<file path="src/smeu_ram.sv">
`timescale 1ns / 1ps
// smeu_ram: single-port-write, single-port-read synchronous RAM with registered
// read data, with write-to-read bypass on a same-address collision.
module smeu_ram #(
    parameter int W     = 8,
    parameter int DEPTH = 16,
    parameter int AW    = 4
) (
    input  logic          clk,
    input  logic          rst_n,
    input  logic          wr_en,
    input  logic [AW-1:0] wr_addr,
    input  logic [W-1:0]  wr_data,
    input  logic          rd_en,
    input  logic [AW-1:0] rd_addr,
    output logic [W-1:0]  rd_data
);

    logic [W-1:0] mem [DEPTH];
    logic [W-1:0] q_reg;
    logic [W-1:0] byp_reg;
    logic         hit_reg;

    always_ff @(posedge clk)
    begin
        if (wr_en)
        begin
            mem[wr_addr] <= wr_data;
        end
        if (rd_en)
        begin
            q_reg   <= mem[rd_addr];
            byp_reg <= wr_data;
        end
    end

    always_ff @(posedge clk or negedge rst_n)
    begin
        if (!rst_n)
        begin
            hit_reg <= 1'b0;
        end
        else if (rd_en)
        begin
            hit_reg <= wr_en && (wr_addr == rd_addr);
        end
    end

    assign rd_data = hit_reg ? byp_reg : q_reg;

endmodule

</file>
<file path="config.mk">
export PLATFORM = sky130hd
export DESIGN_NAME = smeu_ram
export DESIGN_NICKNAME = d
export VERILOG_FILES = /design/src/smeu_ram.sv
export SDC_FILE = /design/constraint.sdc
export NUM_CORES = 1
export LEC_CHECK = 0
export BUFFER_PORTS_ARGS = -buffer_cell sky130_fd_sc_hd__buf_2
export CAP_MARGIN = 15
export CORE_ASPECT_RATIO = 1.1
export CORE_MARGIN = 2
export CORE_UTILIZATION = 60
export DETAILED_ROUTE_END_ITERATION = 12
export GPL_ROUTABILITY_DRIVEN = 0
export PLACE_DENSITY = 0.78
export REMOVE_ABC_BUFFERS = 1
export SYNTH_ARGS = -nofsm -noshare
export SYNTH_HDL_FRONTEND = slang
export SYNTH_SLANG_ARGS = --single-unit
export TNS_END_PERCENT = 5
</file>
<file path="constraint.sdc">
create_clock -name clk -period 2 [get_ports clk]
set_input_delay 0.2 -clock clk [delete_from_list [all_inputs] [get_ports clk]]
set_output_delay 0.2 -clock clk [all_outputs]
set_load 0.005 [all_outputs]
</file>
==> out/metrics.cfg, run 1 <==
[cts]
cts_buffers=17
tritoncts=built
post_cts_buffers=0
cts.clk_slew.worst_paths_ps=60
clockRootBuffer=clkbuf_8
clk-insertion-delay-late_ps=520
htree_levels=4
numClockSinks=145
cts_max_path_buffers=2

[final_layout]
fin_cells=468
syn_to_final_growth_pct=18.2
num-fill-cells=562
drive_above_1_share_pct=37.0
layout.nets=358
largest_register_ffs=128
antenna_cells=0
utilization_pct=72.1

[route]
vias=2919
wl_per_cell_um=24.1
drtIter0Drc=229
routed_wirelength_um=11300
first_pass_iters=5
drc=0
final_antenna_net_count=0
viasPerCell=6.24

[critical_path]
reg2reg_from=mem[5][6]
end_kind=output pin
reg2reg_depth=3
crit_arrival_ps=1590
worstPathMaxFanout=9
cp.required_ps=1800
start_kind=flop
reg2reg_to=q_reg[6]
timing_worst_setup_path_type=flop to output pin
ff2ff_setup_slack_ps=490

[sta]
worst_slack_ps=206
setup_tns_ps=0
maxSlewViolCount=0
tightest_slew_ps=499
fin_skew_ps=5.26
rsz0062_at_grt=false
clock.fmax_ghz=0.557
fin_crit_sh_pct=89.7
finalSetupViolCount=0
hold_viol_final=0
slew-limit-headroom_pct=66.7
period_minus_slack_ps=1790

[synthesis]
ys_ff_latch=145
syn_area_um2=5650
yosysUniqueCellTypes=26
synthCells=278
yosysSeqAreaShare_pct=77.0
synth_warnings=0
avgSynthCellArea_um2=20.3

[die]
die_w_um=96.5
fp.dieH_um=106
io_pins=28
dieArea_um2=10200
core-area_um2=9260
start_util_pct=61.0
num_rows=37

[power]
total_power_mw=6.95
p_per_area_nw_per_um2=1040
max-vdd-ir-drop_v=0.000630
p_leak_nw=2.23

[global_routing]
antenna_found_initial=0
grt_max_degree=32
grt_first_pass_wirelength_um=17200
overflow=0
grt_usage_pct=24.7
grt_pass1_vias=3030

[hold_path]
holdPathStages=3
min-delay-start=wr_en
whs_endpoint=hit_reg
hold_path.class=primary input to flop

[placed_design]
place_hpwl_um=7220
numPortBuffers=27
dp.cells=434
dpl_worst_slack_ps=233

[job]
maxCapViolCount=0

[run_status]
status=finished clean

[logic make-up after synthesis]
family,Yosys count,share of synthesized area [%]
AO/OA/AOI/OAI,21,2.59
XOR/XNOR,4,0.621
buffers and inverters,14,1.37
flip-flops,145,77.0
multiplexers,44,14.0
AND/OR/NAND/NOR,50,4.41
[cell usage after synthesis]
master    count  area (um2)
nand3_1      11        55.1
a211oi_1      2        15.0
edfxtp_1    144        4320
mux2_2       18         203
inv_1         1        3.75
nand2b_1      4        25.0
o21ai_1       2        10.0
nor2_1       14        52.6
xnor2_1       4        35.0
nor3_1        4        20.0
o21ai_0       2        10.0
nor2b_1       7        43.8
o31ai_1       2        15.0
dfrtp_1       1        25.0
clkbuf_1      5        18.8
buf_6         2        22.5
nand3b_1      2        15.0
o221ai_1      2        17.5
nand2_1       6        22.5
buf_2         5        25.0
mux4_2       26         586
a22oi_1       8        60.1
o22ai_1       3        18.8
buf_4         1        7.51
or2_2         1        6.26
or3b_2        1        8.76
[power breakdown]
group | leakage [nW] | total [mW] | internal [mW] | switching, mW
clock | 0.287 | 3.14 | 1.92 | 1.22
sequential | 1.33 | 3.46 | 3.43 | 0.0252
combinational | 0.614 | 0.358 | 0.157 | 0.201
total | 2.23 | 6.95 | 5.51 | 1.45
[metal layers]
| metal | wire length [um] | GRT usage [%] | vias up |
|---|---|---|---|
| met5 | 0 | 0 | - |
| met2 | 5990 | 39.7 | 136 |
| met1 | 4160 | 31.9 | 1492 |
| met4 | 325 | 10.4 | 0 |
| li1 | - | - | 1259 |
| met3 | 815 | 6.50 | 32 |
[cells in the final DEF (no fill, tap or decap), types with 6 or more instances in the layout]
cell type,count
a22oi_1,8
buf_2,27
buf_4,24
clkbuf_16,16
edfxtp_1,144
mux2_2,18
mux4_2,26
nand2_1,6
nand3_1,11
nor2_1,14
nor2b_1,7
[critical path, cell delays in order (launching register included)]
cell and delay (ps):
dfrtp_2 540, mux2_2 390, buf_2 130
[worst max-delay path by stage]
stage | endpoint | cells past startpoint | slack (ps) | start
2_1_floorplan | mem[0][0] | 2 | 310 | wr_addr[2]
3_3_place_gp | q_reg[6] | 5 | 220 | rd_addr[2]
3_5_place_dp | q_reg[6] | 5 | 230 | rd_addr[2]
4_1_cts | rd_data[2] | 2 | 20 | hit_reg
5_1_grt | rd_data[2] | 2 | 150 | hit_reg
6_report | rd_data[2] | 2 | 210 | hit_reg
[final cells by class]
class / instances / area [um2] / share of cell area (%)
multi-input cells: 119 / 1220 / 18.3
clock inverters: 14 / 180 / 2.70
clock buffers: 18 / 418 / 6.26
repair buffers: 54 / 355 / 5.33
flip-flops and latches: 145 / 4350 / 65.2
inverters: 1 / 3.75 / 0.0563
well taps: 117 / 146 / 2.19
[stage by stage]
stage               hold WS (ps)  instance area (um2)
floorplan                  -95.6                 5570
global placement           -23.8                 6050
detailed placement         -7.56                 6050
CTS                         33.8                 6670
global route                60.9                 6670
finish                      57.4                 6670
[timing repair]
action,4_1_cts,5_1_grt
hold buffers,2,0
hold endpoints to repair,1,0
setup endpoints to repair,0,1
gates resized for setup,0,1
No activity file was read; power rests on OpenSTA's default activity.
==> run 2: changes to the inputs <==
- PLACE_DENSITY: 0.78 -> 0.86
==> out/metrics.cfg, run 2 (same netlist as run 1, synthesis figures left out) <==
[power]
p_sw_mw=1.34  ; -7.1%
p_leak_nw=2.22  ; -0.47%
switching_share_pct=19.4  ; -1.4 points
p_per_area_nw_per_um2=1040  ; -0.16%
combPwrFrac_pct=5.1  ; about the same
p_int_mw=5.58  ; +1.4%
pwr-share-seq_pct=49.9  ; +0.2 points
clkPwrFrac_pct=45.0  ; about the same
max-vdd-ir-drop_v=0.000681  ; +8.2%

[cts]
numClockSinks=145  ; unchanged
hold_buffers=2  ; unchanged
cts_buffers=17  ; unchanged
tritoncts=built
clk-insertion-delay-late_ps=510  ; about the same
cts_max_path_buffers=2  ; unchanged
cts.clk_slew.worst_paths_ps=60  ; about the same
clockRootBuffer=clkbuf_8
ctsResizeCount=0  ; unchanged
post_cts_buffers=0  ; unchanged
htree_levels=4  ; unchanged

[sta]
fin_crit_sh_pct=96.0  ; +6.3 points
finalSetupViolCount=0  ; unchanged
maxSlewViolCount=0  ; unchanged
rsz0062_at_grt=false
tightest_slew_ps=570  ; +70.6 ps
setup_tns_ps=0  ; unchanged
clock.fmax_ghz=0.521  ; -6.6%
slew-limit-headroom_pct=61.9  ; -4.8 points
hold_viol_final=0  ; unchanged
fin_skew_ps=4.11  ; -1.15 ps
period_minus_slack_ps=1920  ; +126 ps

[critical_path]
timing_worst_setup_path_type=flop to output pin
end_kind=output pin
cp_num_buf_inv=1  ; unchanged
cpPeakStageDelay_ps=660  ; +120 ps
crit_arrival_ps=1720  ; +130 ps
worst_path_max_delay_cell=dfrtp_1
start_kind=flop
cp.required_ps=1800  ; about the same
crit_family=flip-flops
worstPathMaxFanout=9  ; unchanged
crit_path_cell_trace=mux2_2, buf_2

[placed_design]
place_area_um2=6050  ; about the same
numPortBuffers=27  ; unchanged
place_hpwl_um=6750  ; -6.4%

[route]
drc=0  ; unchanged
first_pass_iters=4  ; -1
drtIter0Drc=297  ; +30%
wl_met3_um=635  ; -22%
vias=2849  ; -2.4%
routed_wirelength_um=10900  ; -3.7%
met1_length_um=4200  ; +0.89%
viasPerCell=6.13  ; -1.8%
final_antenna_net_count=0  ; unchanged
highest_layer=met4
dr_wl_met2_um=5880  ; -1.8%
wl_per_cell_um=23.4  ; -3.1%

[final_layout]
num-fill-cells=546  ; -2.8%
drive_above_1_share_pct=35.3  ; -1.7 points
largest_register_ffs=128  ; unchanged
final_cell_mix=edfxtp_1, buf_2, mux4_2, buf_4, mux2_2
multi_input_area_um2=1220  ; unchanged
seqCellArea_um2=4350  ; about the same
antenna_cells=0  ; unchanged
layout.nets=356  ; -0.56%
layout_commonest_cell=edfxtp_1
syn_to_final_growth_pct=17.9
utilization_pct=71.9  ; -0.16 points
final_area_um2=6660  ; -0.22%

[die]
io_pins=28  ; unchanged
core-area_um2=9260  ; unchanged
dieArea_um2=10200  ; unchanged
fp.dieH_um=106  ; unchanged
start_util_pct=61.0  ; unchanged
die_w_um=96.5  ; unchanged
num_rows=37  ; unchanged

[global_routing]
grt_usage_pct=24.3  ; -0.39 points
grt_first_pass_wirelength_um=17000  ; -1.0%
overflow=0  ; unchanged
grt_max_degree=36  ; +13%
antenna_found_initial=0  ; unchanged
grt_pass1_vias=3015  ; -0.50%

[run_status]
status=finished clean

[hold_path]
hold_path.class=primary input to flop

[job]
maxCapViolCount=0  ; unchanged

[run 2: cell types whose count changed in the layout (fill, tap and decap cells not counted)]
| cell | delta |
|---|---|
| buf_12 | +1 |
| buf_4 | -3 |
| bufinv_16 | +1 |
| clkinv_1 | +3 |
| clkinv_2 | +2 |
| clkinv_4 | -4 |
| clkinvlp_4 | +1 |
| dfrtp_1 | +1 |
| dfrtp_2 | -1 |
| inv_6 | -4 |
[run 2: final cells by class]
| class | count | area share [%] |
|---|---|---|
| clock buffer | 18 | 6.28 |
| tap | 117 | 2.20 |
| timing repair buffer | 52 | 5.30 |
| multi-input combinational | 119 | 18.3 |
| clock inverter | 13 | 2.54 |
| sequential | 145 | 65.3 |
| inverter | 1 | 0.0564 |
[run 2: stage by stage]
step                      hold WS [ps]  setup slack [ps]  instances  total power, mW
final                             45.4              79.8        465             6.93
after global routing              70.9              7.40        465             7.13
after CTS                         25.4              60.6        465             6.97
after detailed placement         -20.3               195        432             3.87
after global placement           -23.8               259        432             3.85
after floorplan                  -95.6               307        265             3.67
[run 2: final timing paths]
path / startpoint / to / slack, ps / cells past startpoint
worst max-delay path: hit_reg / rd_data[6] / 80 / 2
worst min-delay path: wr_en / hit_reg / 50 / 3
worst max register to register: mem[6][0] / q_reg[0] / 450 / 3
worst min register to register: mem[13][5] / q_reg[5] / 750 / 2
max in group asynchronous: rst_n / hit_reg / 1390 / 3
min in group asynchronous: rst_n / hit_reg / 510 / 3
[run 2: power by group through the flow]
| stage | Clock, mW | Combinational [mW] | Sequential (mW) |
|---|---|---|---|
| detailed placement | 0 | 0.349 | 3.52 |
| global route | 3.28 | 0.384 | 3.46 |
| CTS | 3.15 | 0.356 | 3.46 |
| finish | 3.12 | 0.352 | 3.46 |
| global placement | 0 | 0.336 | 3.51 |
| floorplan | 0 | 0.164 | 3.51 |
[run 2: worst register-to-register path, stage by stage, from the launching register on]
cell and delay, ps:
edfxtp_1 380, mux4_2 480, a22oi_1 310, o21ai_1 120
[run 2: per-layer routing]
metal / vias to the layer above / GRT usage [%]
met2: 116 / 38.6
met1: 1467 / 32.9
met3: 15 / 5.72
li1: 1251 / -
met4: 0 / 9.26
met5: - / 0
